**config.mk**
```make
export PLATFORM = sky130hd
export DESIGN_NAME = group_statistics_top
export DESIGN_NICKNAME = d
export VERILOG_FILES = /design/src/rtl/core/gstat_pkg.sv /design/src/rtl/core/gstat_front.sv /design/src/rtl/core/gstat_back.sv /design/src/rtl/core/group_statistics_top.sv
export SDC_FILE = /design/constraint.sdc
export NUM_CORES = 2
export LEC_CHECK = 0
export BUFFER_PORTS_ARGS = -buffer_cell sky130_fd_sc_hd__buf_2
export CORE_ASPECT_RATIO = 1.4
export CORE_MARGIN = 5
export CORE_UTILIZATION = 45
export CTS_CLUSTER_DIAMETER = 120
export DETAILED_ROUTE_END_ITERATION = 16
export PLACE_DENSITY_LB_ADDON = 0.2
export SLEW_MARGIN = 10
export SYNTH_ARGS = -nofsm -noshare
export SYNTH_HDL_FRONTEND = slang
export SYNTH_HIERARCHICAL = 1
export SYNTH_SLANG_ARGS = --single-unit
```
**constraint.sdc**
```tcl
create_clock -name clk -period 10.7 [get_ports clk]
set_input_delay 0.535 -clock clk [delete_from_list [all_inputs] [get_ports clk]]
set_output_delay 0.535 -clock clk [all_outputs]
set_load 0.01 [all_outputs]
```
**src/rtl/core/gstat_pkg.sv**
```systemverilog
package gstat_pkg;

    localparam int GRADE_W   = 7;
    localparam int GRADE_MAX = 100;
    localparam int HIST_N    = GRADE_MAX + 1;
    localparam int HIST_AW   = 7;
    localparam int CNT_W     = 11;
    localparam int MAX_GROUP = 1024;
    localparam int FRAC_BITS = 8;
    localparam int SUM_W     = 17;
    localparam int SQ_W      = 24;
    localparam int OUT_W     = 15;

    // Division operands: numerator up to (n*sq - sum^2) << 16 fits in 56 bits.
    localparam int NUM_W     = 56;
    localparam int DEN_W     = 21;

    typedef struct packed {
        logic [GRADE_W-1:0] grade;
        logic               last_in_group;
    } gstat_in_t;

    typedef struct packed {
        logic [CNT_W-1:0]   item_total;
        logic [GRADE_W-1:0] min_grade;
        logic [GRADE_W-1:0] max_grade;
        logic [7:0]         median_doubled;
        logic [OUT_W-1:0]   mean_q8;
        logic [OUT_W-1:0]   stddev_q8;
        logic               single_item;
    } gstat_out_t;

    // Totals of one closed group, handed from front to back.
    typedef struct packed {
        logic [CNT_W-1:0]   cnt;
        logic [SUM_W-1:0]   sum;
        logic [SQ_W-1:0]    sq;
        logic [GRADE_W-1:0] mn;
        logic [GRADE_W-1:0] mx;
    } gstat_grp_t;

    typedef enum logic [3:0] {
        ST_IDLE,
        ST_WALK,
        ST_MUL1,
        ST_MUL2,
        ST_MDIV,
        ST_SDIV,
        ST_SQRT,
        ST_CLEAR,
        ST_OUT
    } gstat_state_t;

endpackage

```
**src/rtl/core/gstat_front.sv**
```systemverilog
module gstat_front
    import gstat_pkg::*;
(
    input  logic                clk,
    input  logic                rst_n,
    input  logic                push,
    output logic                full,
    input  gstat_in_t           in_item,
    // Closed group towards the back part.
    output logic                grp_valid,
    input  logic                grp_ready,
    output gstat_grp_t          grp,
    // Histogram increment port.
    output logic                hist_inc,
    output logic [HIST_AW-1:0]  hist_addr
);

    logic [CNT_W-1:0]   cnt_reg, cnt_next;
    logic [SUM_W-1:0]   sum_reg, sum_next;
    logic [SQ_W-1:0]    sq_reg, sq_next;
    logic [GRADE_W-1:0] mn_reg, mn_next;
    logic [GRADE_W-1:0] mx_reg, mx_next;
    logic               acc;
    logic               take;
    logic [GRADE_W-1:0] g;

    // A group can only close while the back part is free.
    assign full = !grp_ready;
    assign acc  = push && !full;
    assign g    = (in_item.grade > GRADE_W'(GRADE_MAX)) ? GRADE_W'(GRADE_MAX) : in_item.grade;
    assign take = acc && (cnt_reg < CNT_W'(MAX_GROUP));

    assign hist_inc  = take;
    assign hist_addr = g;

    // Accumulator update; the last grade sends totals and restarts.
    always_comb
    begin
        cnt_next = cnt_reg;
        sum_next = sum_reg;
        sq_next  = sq_reg;
        mn_next  = mn_reg;
        mx_next  = mx_reg;
        if (take)
        begin
            cnt_next = cnt_reg + 1'b1;
            sum_next = sum_reg + SUM_W'(g);
            sq_next  = sq_reg + SQ_W'(g) * SQ_W'(g);
            if (g < mn_reg) mn_next = g;
            if (g > mx_reg) mx_next = g;
        end
        grp.cnt = cnt_next;
        grp.sum = sum_next;
        grp.sq  = sq_next;
        grp.mn  = mn_next;
        grp.mx  = mx_next;
        if (acc && in_item.last_in_group)
        begin
            cnt_next = '0;
            sum_next = '0;
            sq_next  = '0;
            mn_next  = GRADE_W'(GRADE_MAX);
            mx_next  = '0;
        end
    end

    assign grp_valid = acc && in_item.last_in_group;

    always_ff @(posedge clk or negedge rst_n)
    begin
        if (!rst_n)
        begin
            cnt_reg <= '0;
            sum_reg <= '0;
            sq_reg  <= '0;
            mn_reg  <= GRADE_W'(GRADE_MAX);
            mx_reg  <= '0;
        end
        else
        begin
            cnt_reg <= cnt_next;
            sum_reg <= sum_next;
            sq_reg  <= sq_next;
            mn_reg  <= mn_next;
            mx_reg  <= mx_next;
        end
    end

endmodule

```
**src/rtl/core/gstat_back.sv**
```systemverilog
module gstat_back
    import gstat_pkg::*;
(
    input  logic               clk,
    input  logic               rst_n,
    input  logic               grp_valid,
    output logic               grp_ready,
    input  gstat_grp_t         grp,
    input  logic               hist_inc,
    input  logic [HIST_AW-1:0] hist_addr,
    output logic               empty,
    input  logic               pop,
    output gstat_out_t         res
);

    // Histogram memory: registered reads for the increments and for the walk.
    logic [CNT_W-1:0]   hist_mem [HIST_N];
    logic [HIST_N-1:0]  hv_reg;

    gstat_state_t       st_reg, st_next;
    gstat_grp_t         g_reg;
    logic [HIST_AW-1:0] idx_reg, idx_next;
    logic [CNT_W-1:0]   seen_reg, seen_next;
    logic [GRADE_W-1:0] lo_reg, lo_next, hi_reg, hi_next;
    logic               lo_ok_reg, lo_ok_next;
    logic [NUM_W-1:0]   num_reg, num_next;
    logic [DEN_W-1:0]   den_reg, den_next;
    logic [NUM_W-1:0]   rem_reg, rem_next;
    logic [NUM_W-1:0]   quo_reg, quo_next;
    logic [5:0]         step_reg, step_next;
    logic [OUT_W-1:0]   mean_reg, mean_next;
    logic [OUT_W-1:0]   root_reg, root_next;
    logic [33:0]        srem_reg, srem_next;
    logic [35:0]        prod_a_reg, prod_a_next;
    logic [33:0]        prod_b_reg, prod_b_next;
    logic               busy;
    gstat_out_t         out_reg;
    logic               full_reg;

    // Increment pipeline and walk read registers.
    logic               inc1_reg, inc2_reg;
    logic [HIST_AW-1:0] a1_reg, a2_reg;
    logic [CNT_W-1:0]   rd_reg, wd_reg;
    logic [CNT_W-1:0]   hbase;
    logic [CNT_W-1:0]   hrd_reg;
    logic [HIST_AW-1:0] pidx_reg;
    logic               wv_reg;

    logic [CNT_W-1:0]   hcnt;
    logic [CNT_W-1:0]   rank_lo, rank_hi;
    logic [CNT_W-1:0]   seen_sum;
    logic [NUM_W:0]     rem_sh;
    logic [NUM_W-1:0]   num_sh;
    logic [33:0]        sq_trial;

    // The walk consumes the bin read on the previous cycle.
    assign hcnt     = hrd_reg;
    assign seen_sum = seen_reg + hcnt;
    assign rank_hi  = g_reg.cnt >> 1;
    assign rank_lo  = g_reg.cnt[0] ? rank_hi : rank_hi - 1'b1;
    assign rem_sh   = {rem_reg, num_reg[NUM_W-1]};
    assign num_sh   = num_reg << 1;
    assign sq_trial = {srem_reg[31:0], num_reg[NUM_W-1 -: 2]} - {17'd0, root_reg, 2'b01};
    assign busy     = (st_reg != ST_IDLE);
    assign grp_ready = !busy;

    // A write by the increment just before, to the same bin, is newer than the memory read.
    assign hbase    = (inc2_reg && a2_reg == a1_reg) ? wd_reg : rd_reg;

    // Next state.
    always_comb
    begin
        st_next = st_reg;
        unique case (st_reg)
            ST_IDLE:  if (grp_valid) st_next = ST_MUL1;
            ST_MUL1:  st_next = ST_MUL2;
            ST_MUL2:  st_next = ST_WALK;
            ST_WALK:  if (idx_reg == HIST_AW'(HIST_N - 1)) st_next = ST_MDIV;
            ST_MDIV:  if (step_reg == 6'd0) st_next = ST_SDIV;
            ST_SDIV:  if (step_reg == 6'd0) st_next = ST_SQRT;
            ST_SQRT:  if (step_reg == 6'd0) st_next = ST_CLEAR;
            ST_CLEAR: st_next = ST_OUT;
            ST_OUT:   if (!full_reg) st_next = ST_IDLE;
            default:  st_next = ST_IDLE;
        endcase
    end

    // Datapath per state.
    always_comb
    begin
        idx_next   = idx_reg;
        seen_next  = seen_reg;
        lo_next    = lo_reg;
        hi_next    = hi_reg;
        lo_ok_next = lo_ok_reg;
        num_next   = num_reg;
        den_next   = den_reg;
        rem_next   = rem_reg;
        quo_next   = quo_reg;
        step_next  = step_reg;
        mean_next  = mean_reg;
        root_next  = root_reg;
        srem_next  = srem_reg;
        prod_a_next = prod_a_reg;
        prod_b_next = prod_b_reg;
        // Median search over the bin that was read last cycle.
        if (wv_reg)
        begin
            if (!lo_ok_reg && seen_sum > rank_lo)
            begin
                lo_next    = pidx_reg;
                lo_ok_next = 1'b1;
            end
            if (seen_reg <= rank_hi && seen_sum > rank_hi)
                hi_next = pidx_reg;
            seen_next = seen_sum;
        end
        unique case (st_reg)
            ST_IDLE:
            begin
                idx_next   = '0;
                seen_next  = '0;
                lo_ok_next = 1'b0;
                lo_next    = GRADE_W'(GRADE_MAX);
                hi_next    = GRADE_W'(GRADE_MAX);
            end
            ST_WALK:
            begin
                idx_next  = idx_reg + 1'b1;
            end
            ST_MUL1:
            begin
                prod_a_next = 36'(g_reg.cnt) * 36'(g_reg.sq);
                prod_b_next = 34'(g_reg.sum) * 34'(g_reg.sum);
                den_next    = DEN_W'(g_reg.cnt) * DEN_W'(g_reg.cnt - 1'b1);
            end
            ST_MUL2:
            begin
                // Mean division first: sum << 8 over n.
                num_next  = NUM_W'({g_reg.sum, 8'd0}) << (NUM_W - SUM_W - FRAC_BITS);
                rem_next  = '0;
                quo_next  = '0;
                step_next = 6'(SUM_W + FRAC_BITS - 1);
            end
            ST_MDIV, ST_SDIV:
            begin
                num_next = num_sh;
                if (rem_sh >= {{(NUM_W-CNT_W+1){1'b0}}, g_reg.cnt} && st_reg == ST_MDIV)
                begin
                    rem_next = NUM_W'(rem_sh - (NUM_W+1)'(g_reg.cnt));
                    quo_next = {quo_reg[NUM_W-2:0], 1'b1};
                end
                else if (st_reg == ST_SDIV && g_reg.cnt > 1 &&
                         rem_sh >= (NUM_W+1)'(den_reg))
                begin
                    rem_next = NUM_W'(rem_sh - (NUM_W+1)'(den_reg));
                    quo_next = {quo_reg[NUM_W-2:0], 1'b1};
                end
                else
                begin
                    rem_next = rem_sh[NUM_W-1:0];
                    quo_next = {quo_reg[NUM_W-2:0], 1'b0};
                end
                step_next = step_reg - 1'b1;
                if (step_reg == 6'd0)
                begin
                    if (st_reg == ST_MDIV)
                    begin
                        mean_next = (g_reg.cnt == '0) ? '0 : quo_next[OUT_W-1:0];
                        num_next  = NUM_W'(prod_a_reg - 36'(prod_b_reg)) << 16;
                        rem_next  = '0;
                        quo_next  = '0;
                        step_next = 6'(NUM_W - 1);
                    end
                    else
                    begin
                        // Quotient < 2^30 always; root it two bits at a time.
                        num_next  = NUM_W'(quo_next[29:0]) << (NUM_W - 30);
                        srem_next = '0;
                        root_next = '0;
                        step_next = 6'd14;
                    end
                end
            end
            ST_SQRT:
            begin
                num_next = num_reg << 2;
                if (!sq_trial[33])
                begin
                    srem_next = sq_trial;
                    root_next = {root_reg[OUT_W-2:0], 1'b1};
                end
                else
                begin
                    srem_next = {srem_reg[31:0], num_reg[NUM_W-1 -: 2]};
                    root_next = {root_reg[OUT_W-2:0], 1'b0};
                end
                step_next = step_reg - 1'b1;
            end
            default:
            begin
            end
        endcase
    end

    // Histogram: read the bin on acceptance, write it back incremented next cycle.
    always_ff @(posedge clk)
    begin
        if (hist_inc)
            rd_reg <= hv_reg[hist_addr] ? hist_mem[hist_addr] : '0;
        if (inc1_reg)
        begin
            hist_mem[a1_reg] <= hbase + 1'b1;
            wd_reg           <= hbase + 1'b1;
        end
        if (st_reg == ST_WALK)
            hrd_reg <= hv_reg[idx_reg] ? hist_mem[idx_reg] : '0;
        a1_reg   <= hist_addr;
        a2_reg   <= a1_reg;
        pidx_reg <= idx_reg;
    end

    // Valid bits are cleared after the walk; pipeline flags.
    always_ff @(posedge clk or negedge rst_n)
    begin
        if (!rst_n)
        begin
            hv_reg   <= '0;
            inc1_reg <= 1'b0;
            inc2_reg <= 1'b0;
            wv_reg   <= 1'b0;
        end
        else
        begin
            inc1_reg <= hist_inc;
            inc2_reg <= inc1_reg;
            wv_reg   <= (st_reg == ST_WALK);
            if (st_reg == ST_CLEAR)
                hv_reg <= '0;
            else if (inc1_reg)
                hv_reg[a1_reg] <= 1'b1;
        end
    end

    // Control and result registers.
    always_ff @(posedge clk or negedge rst_n)
    begin
        if (!rst_n)
        begin
            st_reg   <= ST_IDLE;
            full_reg <= 1'b0;
        end
        else
        begin
            st_reg <= st_next;
            if (st_reg == ST_OUT && !full_reg)
                full_reg <= 1'b1;
            else if (pop && full_reg)
                full_reg <= 1'b0;
        end
    end

    always_ff @(posedge clk)
    begin
        if (st_reg == ST_IDLE && grp_valid)
            g_reg <= grp;
        idx_reg    <= idx_next;
        seen_reg   <= seen_next;
        lo_reg     <= lo_next;
        hi_reg     <= hi_next;
        lo_ok_reg  <= lo_ok_next;
        num_reg    <= num_next;
        den_reg    <= den_next;
        rem_reg    <= rem_next;
        quo_reg    <= quo_next;
        step_reg   <= step_next;
        mean_reg   <= mean_next;
        root_reg   <= root_next;
        srem_reg   <= srem_next;
        prod_a_reg <= prod_a_next;
        prod_b_reg <= prod_b_next;
        if (st_reg == ST_OUT && !full_reg)
        begin
            out_reg.item_total     <= g_reg.cnt;
            out_reg.min_grade      <= g_reg.mn;
            out_reg.max_grade      <= g_reg.mx;
            out_reg.median_doubled <= (g_reg.cnt == '0) ? 8'd0 : 8'(lo_reg) + 8'(hi_reg);
            out_reg.mean_q8        <= mean_reg;
            out_reg.stddev_q8      <= (g_reg.cnt > 1) ? root_reg : '0;
            out_reg.single_item    <= (g_reg.cnt == CNT_W'(1));
        end
    end

    assign empty = !full_reg;
    assign res   = out_reg;

endmodule

```
**src/rtl/core/group_statistics_top.sv**
```systemverilog
// group_statistics_top: count, min, max, doubled median, mean and sample
// standard deviation over groups of grades.
// Input channel: push/full with in_item (grade, last_in_group). Grades are
// taken one per cycle while the back part is idle; grades above 100 count as
// 100, and grades past the 1024th of a group are dropped.
// Result channel: empty/pop with out_item. One result per group. After the
// last grade the back part forms its products, walks the 101-entry
// histogram (one bin a cycle), runs a mean divide, a variance divide and a
// square root, clears the histogram and loads the result register, at which
// point empty falls. full stays high while the back part works on a group.
// One result register holds a finished result; if the receiver does not pop,
// the next group is still taken in, the back part holds it once computed, and
// full stays high until the result is popped.
// Reset empties everything; the histogram is cleared by valid bits at once.
module group_statistics_top
    import gstat_pkg::*;
(
    input  logic       clk,
    input  logic       rst_n,
    input  logic       push,
    output logic       full,
    input  gstat_in_t  in_item,
    output logic       empty,
    input  logic       pop,
    output gstat_out_t out_item
);

    logic               grp_valid;
    logic               grp_ready;
    gstat_grp_t         grp;
    logic               hist_inc;
    logic [HIST_AW-1:0] hist_addr;
    logic               front_full;

    gstat_front u_front (
        .clk       (clk),
        .rst_n     (rst_n),
        .push      (push),
        .full      (front_full),
        .in_item   (in_item),
        .grp_valid (grp_valid),
        .grp_ready (grp_ready),
        .grp       (grp),
        .hist_inc  (hist_inc),
        .hist_addr (hist_addr)
    );

    gstat_back u_back (
        .clk       (clk),
        .rst_n     (rst_n),
        .grp_valid (grp_valid),
        .grp_ready (grp_ready),
        .grp       (grp),
        .hist_inc  (hist_inc),
        .hist_addr (hist_addr),
        .empty     (empty),
        .pop       (pop),
        .res       (out_item)
    );

    assign full = front_full;

`ifndef SYNTHESIS
    // A delivered result never reports a deviation for a single grade.
    a_single: assert property (@(posedge clk) disable iff (!rst_n)
        (!empty && out_item.single_item) |-> (out_item.stddev_q8 == '0))
        else $error("single-grade group with nonzero deviation");

    // A waiting result holds while it is not popped.
    a_hold: assert property (@(posedge clk) disable iff (!rst_n)
        (!empty && !pop) |=> (!empty && $stable(out_item)))
        else $error("result changed before pop");

    // Minimum never exceeds maximum in a result.
    a_order: assert property (@(posedge clk) disable iff (!rst_n)
        (!empty && out_item.item_total != '0) |-> (out_item.min_grade <= out_item.max_grade))
        else $error("min above max");
`endif

endmodule
```
# Yosys cells after proc, flatten, opt, wreduce, memory -nomap -nowiden
# Memory sizes are Yosys's and may differ from the RTL's. A register that Yosys moved wholly into a read port is not among the register bits.
# Index checks and enable logic that the tools add are counted.
# totals
regBits	669
ram_bits	1111
elab_cells	188
mem_count	1
# memory_table
name	depth	width	rd	rd_clocked_by_memory_dff	write_ports	line_no	source
u_back.hist_mem	101	11	2	2	1	gstat_back.sv:17	logic [CNT_W-1:0] hist_mem [HIST_N];
# classes
n_addsub	14
n_mul	4
n_lt_le_gt_ge	14
eq_ne	19
mux	59
bitwise	1
reduce_logical	34
# op_table
cell	count
two-way mux 56 bit	6
two-way mux 101 bit	2
one-hot mux 56 bit (3 select lines)	1
one-hot mux 56 bit (2 select lines)	1
bitwise OR 101 bit	1
two-way mux 32 bit	3
one-hot mux 32 bit (2 select lines)	1
two-way mux 29 bit	2
one-hot mux 29 bit (2 select lines)	1
greater-or-equal comparator 57 x 11 -> 1 bit	1
greater-or-equal comparator 57 x 21 -> 1 bit	1
subtractor 56 x 11 -> 56 bit	1
subtractor 56 x 21 -> 56 bit	1
two-way mux 7 bit	7
two-way mux 24 bit	2
two-way mux 11 bit	4
one-hot mux 4 bit (9 select lines)	1
subtractor 35 x 34 -> 36 bit	1
multiplier 11 x 24 -> 35 bit	1
multiplier 17 x 17 -> 34 bit	1
two-way mux 17 bit	2
subtractor 34 x 17 -> 34 bit	1
two-way mux 15 bit	2
one-hot mux 15 bit (2 select lines)	1
other kinds (49)	100

# Logic depth before layout (Yosys ltp)
# depth
ltp_word	8
mapped_depth	27
mapped_depth_nobuf	25

# Modules after synthesis
# Netlist, hierarchy kept.
# modules_own_cells
mod	n_inst	cells_each	area_per_inst_um2	seq_area_each_um2
gstat_back	1	7534	103128.9	50573.5
gstat_front	1	666	5754.3	1655.3

# Worst setup path after synthesis
# Ideal clock, no wire load.
# synth_timing
path_kind	register to register
startpoint	register u_back.a1_reg[2]
endpoint	memory u_back.hist_mem[0][8], data pin
t_arrival_ns	7.890
setup_slack_ns	2.027
stages_incl_launch_ff	11
n_path_buf	1
cell_sequence	dfxtp_1 clkbuf_1 xnor2_1 nand4_1 nor2_1 mux2i_1 inv_1 ha_1 nand3_1 nor2_1 xnor2_1
# synth_via
elab_chain_len	4
# synth_rtl
item	line_no	source
start, declared	gstat_back.sv:42	logic [HIST_AW-1:0] a1_reg, a2_reg;
start signal, assigned	gstat_back.sv:218	a1_reg <= hist_addr;
equality test 7 bit	gstat_back.sv:68	assign hbase = (inc2_reg && a2_reg == a1_reg) ? wd_reg : rd_reg;
logical AND 1 bit	gstat_back.sv:68	
two-way mux 11 bit	gstat_back.sv:68	
adder 11 x 1 -> 11 bit	gstat_back.sv:213	hist_mem[a1_reg] <= hbase + 1'b1;
end, declared	gstat_back.sv:17	
# Every way passes these cells.

# Worst setup path in the final report
# layout_timing
startpoint	register u_back/g_reg[55] in the netlist's numbering
endpoint	register u_back.den_reg[20], data pin
# layout_via
elab_chain_len	2
# layout_rtl
item	line_no	source
start, declared	gstat_back.sv:21	gstat_grp_t g_reg;
start signal, assigned	gstat_back.sv:266	g_reg <= grp;
subtractor 11 x 1 -> 12 bit	gstat_back.sv:135	den_next = DEN_W'(g_reg.cnt) * DEN_W'(g_reg.cnt - 1'b1);
multiplier 11 x 21 -> 21 bit (*)	gstat_back.sv:135	
end signal, assigned	gstat_back.sv:273	den_reg <= den_next;
end, declared	gstat_back.sv:27	logic [DEN_W-1:0] den_reg, den_next;
# Every way passes the cells marked *; elsewhere a longest branch is shown, timed or not.
# A chain may end at the register's enable or synchronous reset.

==> flow_metrics.tcl <==
set metrics [dict create \
    wl_met3_mm 18.46 \
    setup_viol 0 \
    routabilityCongestion 0.8771 \
    synth_edf_count 1562 \
    path_clk_slew_ns 0.07 \
    largest_reg_flops 1111 \
    fmax_mhz 133.1 \
    fp.dieH_um 592.0 \
    rows 213 \
    synthTopCellsByArea "edfxtp_1, mux4_2, fa_1" \
    viasPerCell 6.004 \
    area_growth_pct 9.510 \
    drc 0 \
    synth_cell_types 93 \
    synthFlopType "edfxtp_1" \
    hold_violations 0 \
    h-tree-depth 4 \
    maxUsedRoutingLayer "met5" \
    slew_headroom 0.1662 \
    layout_min_cycle_time_ns 7.511 \
    syn_area_per_cell_um2 13.28 \
    startpoint_type "register" \
    leakage_nw 45.75 \
    grt_pass1_vias 72296 \
    rsz0062_at_grt "no" \
    fin_skew_ns 0.06550 \
    start_util 0.4524 \
    drive_gt1_frac 0.1563 \
    fillers 20780 \
    slew_viol_final 0 \
    ys_seq_area_frac 0.4797 \
    grt_pass1_wl_mm 458.8 \
    root_buffer "clkbuf_16" \
    wl_met1_mm 112.7 \
    cts_buffer_depth 4 \
    wl_met2_mm 159.3 \
    nNetsFinal 9134 \
    worstPathMaxFanout 38 \
    core_area_um2 240700 \
    worstSkewPairLatency_ns 0.87 \
    postSynthCellCount 8200 \
    cp.required_ns 11.29 \
    grt_max_degree 103 \
    grt.total_usage 0.2426 \
    via_count 69281 \
    post-synth-top-area-fraction 0.4308 \
    grt_overflow 0 \
    reg2reg_depth 25 \
    synthAdderAreaFrac 0.1453 \
    tightest_slew_ns 1.247 \
    powerDensity_nw_per_um2 123.3 \
    timing.final.crit_share 0.7019 \
    die_width_um 425.7 \
    drv_cap 0 \
    fin_area_um2 119200 \
    dpl_cell_area_um2 113200 \
    multi_input_area_um2 52450 \
    async_flop_share 0.09809 \
    drt-total-wl_mm 307.6 \
    arrival_ns 8.10 \
    yosys_warnings 6 \
    synth-xor-area-share 0.02212 \
    synth_area_um2 108900 \
    muxShareOfSynthArea 0.1537 \
    io_buffers 77 \
    fin_tns_setup_ns 0 \
    drt_iter0_drc 5788 \
    ys_ff_latch 1784 \
    routedWlPerCell_um 26.65 \
    outcome "completed" \
    synth_compound_area_frac 0.07253 \
    regArea_um2 52230 \
    ios 78 \
    synth_top_cell_by_area "edfxtp_1" \
    path_class "reg2reg" \
    cts_sinks 1784 \
    vdd_drop_max_mv 0.1440 \
    numCtsBuffers 189 \
    synth_top_family_by_area "multiplexers" \
    antenna_found_initial 11 \
    dp_hpwl_mm 206.5 \
    hold_path.class "in2reg" \
    min_path_cells 2 \
    drt-pass1-iter-count 7 \
    die_area_um2 252000 \
    end_kind "register" \
    cts_tree "done" \
    final_common_cell "edfxtp_1" \
    ant_nets 0 \
    layout_common_cells "edfxtp_1, inv_1, mux4_2" \
    synth-simple-area-share 0.08316 \
    mappedNetlistNets 9170 \
]
through the flow:
stage / setup slack [ns] / hold slack (ns) / utilization / total power [mW] / std cells
5_1_grt: 2.619 / 0.03628 / 0.4955 / 15.17 / 11537
4_1_cts: 3.130 / 0.001005 / 0.4952 / 14.84 / 11534
2_1_floorplan: 2.027 / 0.2394 / - / 8.097 / 8200
3_3_place_gp: 3.172 / 0.4018 / 0.4703 / 8.336 / 11195
3_5_place_dp: 3.127 / 0.4062 / 0.4703 / 8.342 / 11195
6_report: 3.189 / 0.06176 / 0.4955 / 14.70 / 11539
power by group:
| group | switching (mW) | internal, mW | total, mW |
|---|---|---|---|
| Clock | 2.77 | 3.73 | 6.49 |
| Sequential | 0.00572 | 7.47 | 7.47 |
| Combinational | 0.453 | 0.276 | 0.729 |
worst max-delay path, stage by stage (launching register included):
cell       delay (ns)
edfxtp_1         0.32
buf_4            0.41
clkinv_1         0.70
ha_1             0.57
nand2_1          0.10
ha_1             0.32
nand2b_1         0.21
fa_1             0.52
inv_1            0.05
fa_1             0.49
inv_1            0.05
fa_1             0.52
inv_1            0.05
fa_1             0.47
inv_1            0.05
fa_1             0.47
inv_1            0.04
ha_1             0.23
nor3_1           0.19
o21a_1           0.15
nor3_1           0.07
a41o_1           0.26
o41ai_1          0.51
o2111ai_1        0.21
a21oi_1          0.20
xnor2_1          0.08
logic make-up (layout without fill, tap and decap cells):
kind of cell	after synthesis	after routing
muxes	890	890
buffers and inverters	1240	1351
adders and majority gates	958	958
other	0	3
DFF	1784	1784
AOI/OAI and AO/OA	1178	1178
and+or+nand+nor	1875	1875
xor gates and xnor gates	275	275
cells in the mapped netlist, types with 12 or more instances:
cell type	n
a221oi_1	21
o221ai_1	76
and2_1	244
xnor2_1	196
nand2b_1	88
xor2_1	79
a211oi_1	49
nand4_1	36
nand3_1	123
mux4_2	622
nor4_1	26
or4_1	16
nor2b_1	71
o31ai_1	26
dfrtp_1	172
a31oi_1	38
ha_1	447
a211o_1	12
o21a_1	150
edfxtp_1	1562
dfxtp_1	47
mux2i_1	236
and3_1	71
inv_1	798
o21ai_0	221
buf_2	47
fa_1	511
clkbuf_1	328
a22oi_1	26
mux2_2	32
o21bai_1	17
or2_2	16
buf_1	57
or3_1	42
a21oi_1	261
o22ai_1	47
nand2_1	610
o211ai_1	30
a21o_1	82
nor2_1	398
nor3_1	96
final timing paths:
kind	endpoint	slack [ns]	from
min in group asynchronous	u_back/hv_reg[22]$_DFFE_PN0P_	0.30	rst_n
max in group asynchronous	u_back/st_reg[0]$_DFFE_PN0P_	8.43	rst_n
min reg2reg	u_back/res[19]$_DFFE_PP_	0.41	u_back/mean_reg[3]$_SDFFCE_PN0P_
max	u_back/den_reg[20]$_DFFE_PN_	3.19	u_back/g_reg[55]$_DFFE_PP_
min	u_back/full_reg$_DFFE_PN0P_	0.06	pop
max reg2reg	u_back/den_reg[20]$_DFFE_PN_	3.19	u_back/g_reg[55]$_DFFE_PP_
final cells by class:
class	instances	share of cell area
antenna	3	0.00006296
clock buffer	254	0.04299
clock inverter	84	0.007345
inverter	804	0.02531
multi-input combinational	5176	0.4399
sequential	1784	0.4380
tap	3225	0.03384
timing repair buffer	209	0.01256
routing by layer:
| layer | GRT usage | up-vias |
|---|---|---|
| met3 | 0.03286 | 680 |
| li1 | - | 30142 |
| met2 | 0.4335 | 2543 |
| met1 | 0.2902 | 35912 |
| met4 | 0.1147 | 4 |
| met5 | 0 | - |
what timing repair did:
action                     in CTS  in global routing
hold endpoints to repair       76                  0
gates resized for setup         0                  0
setup endpoints to repair       0                  0
hold buffers                    1                  0
buffers inserted                0                  0
No activity file was read; power rests on OpenSTA's default activity.
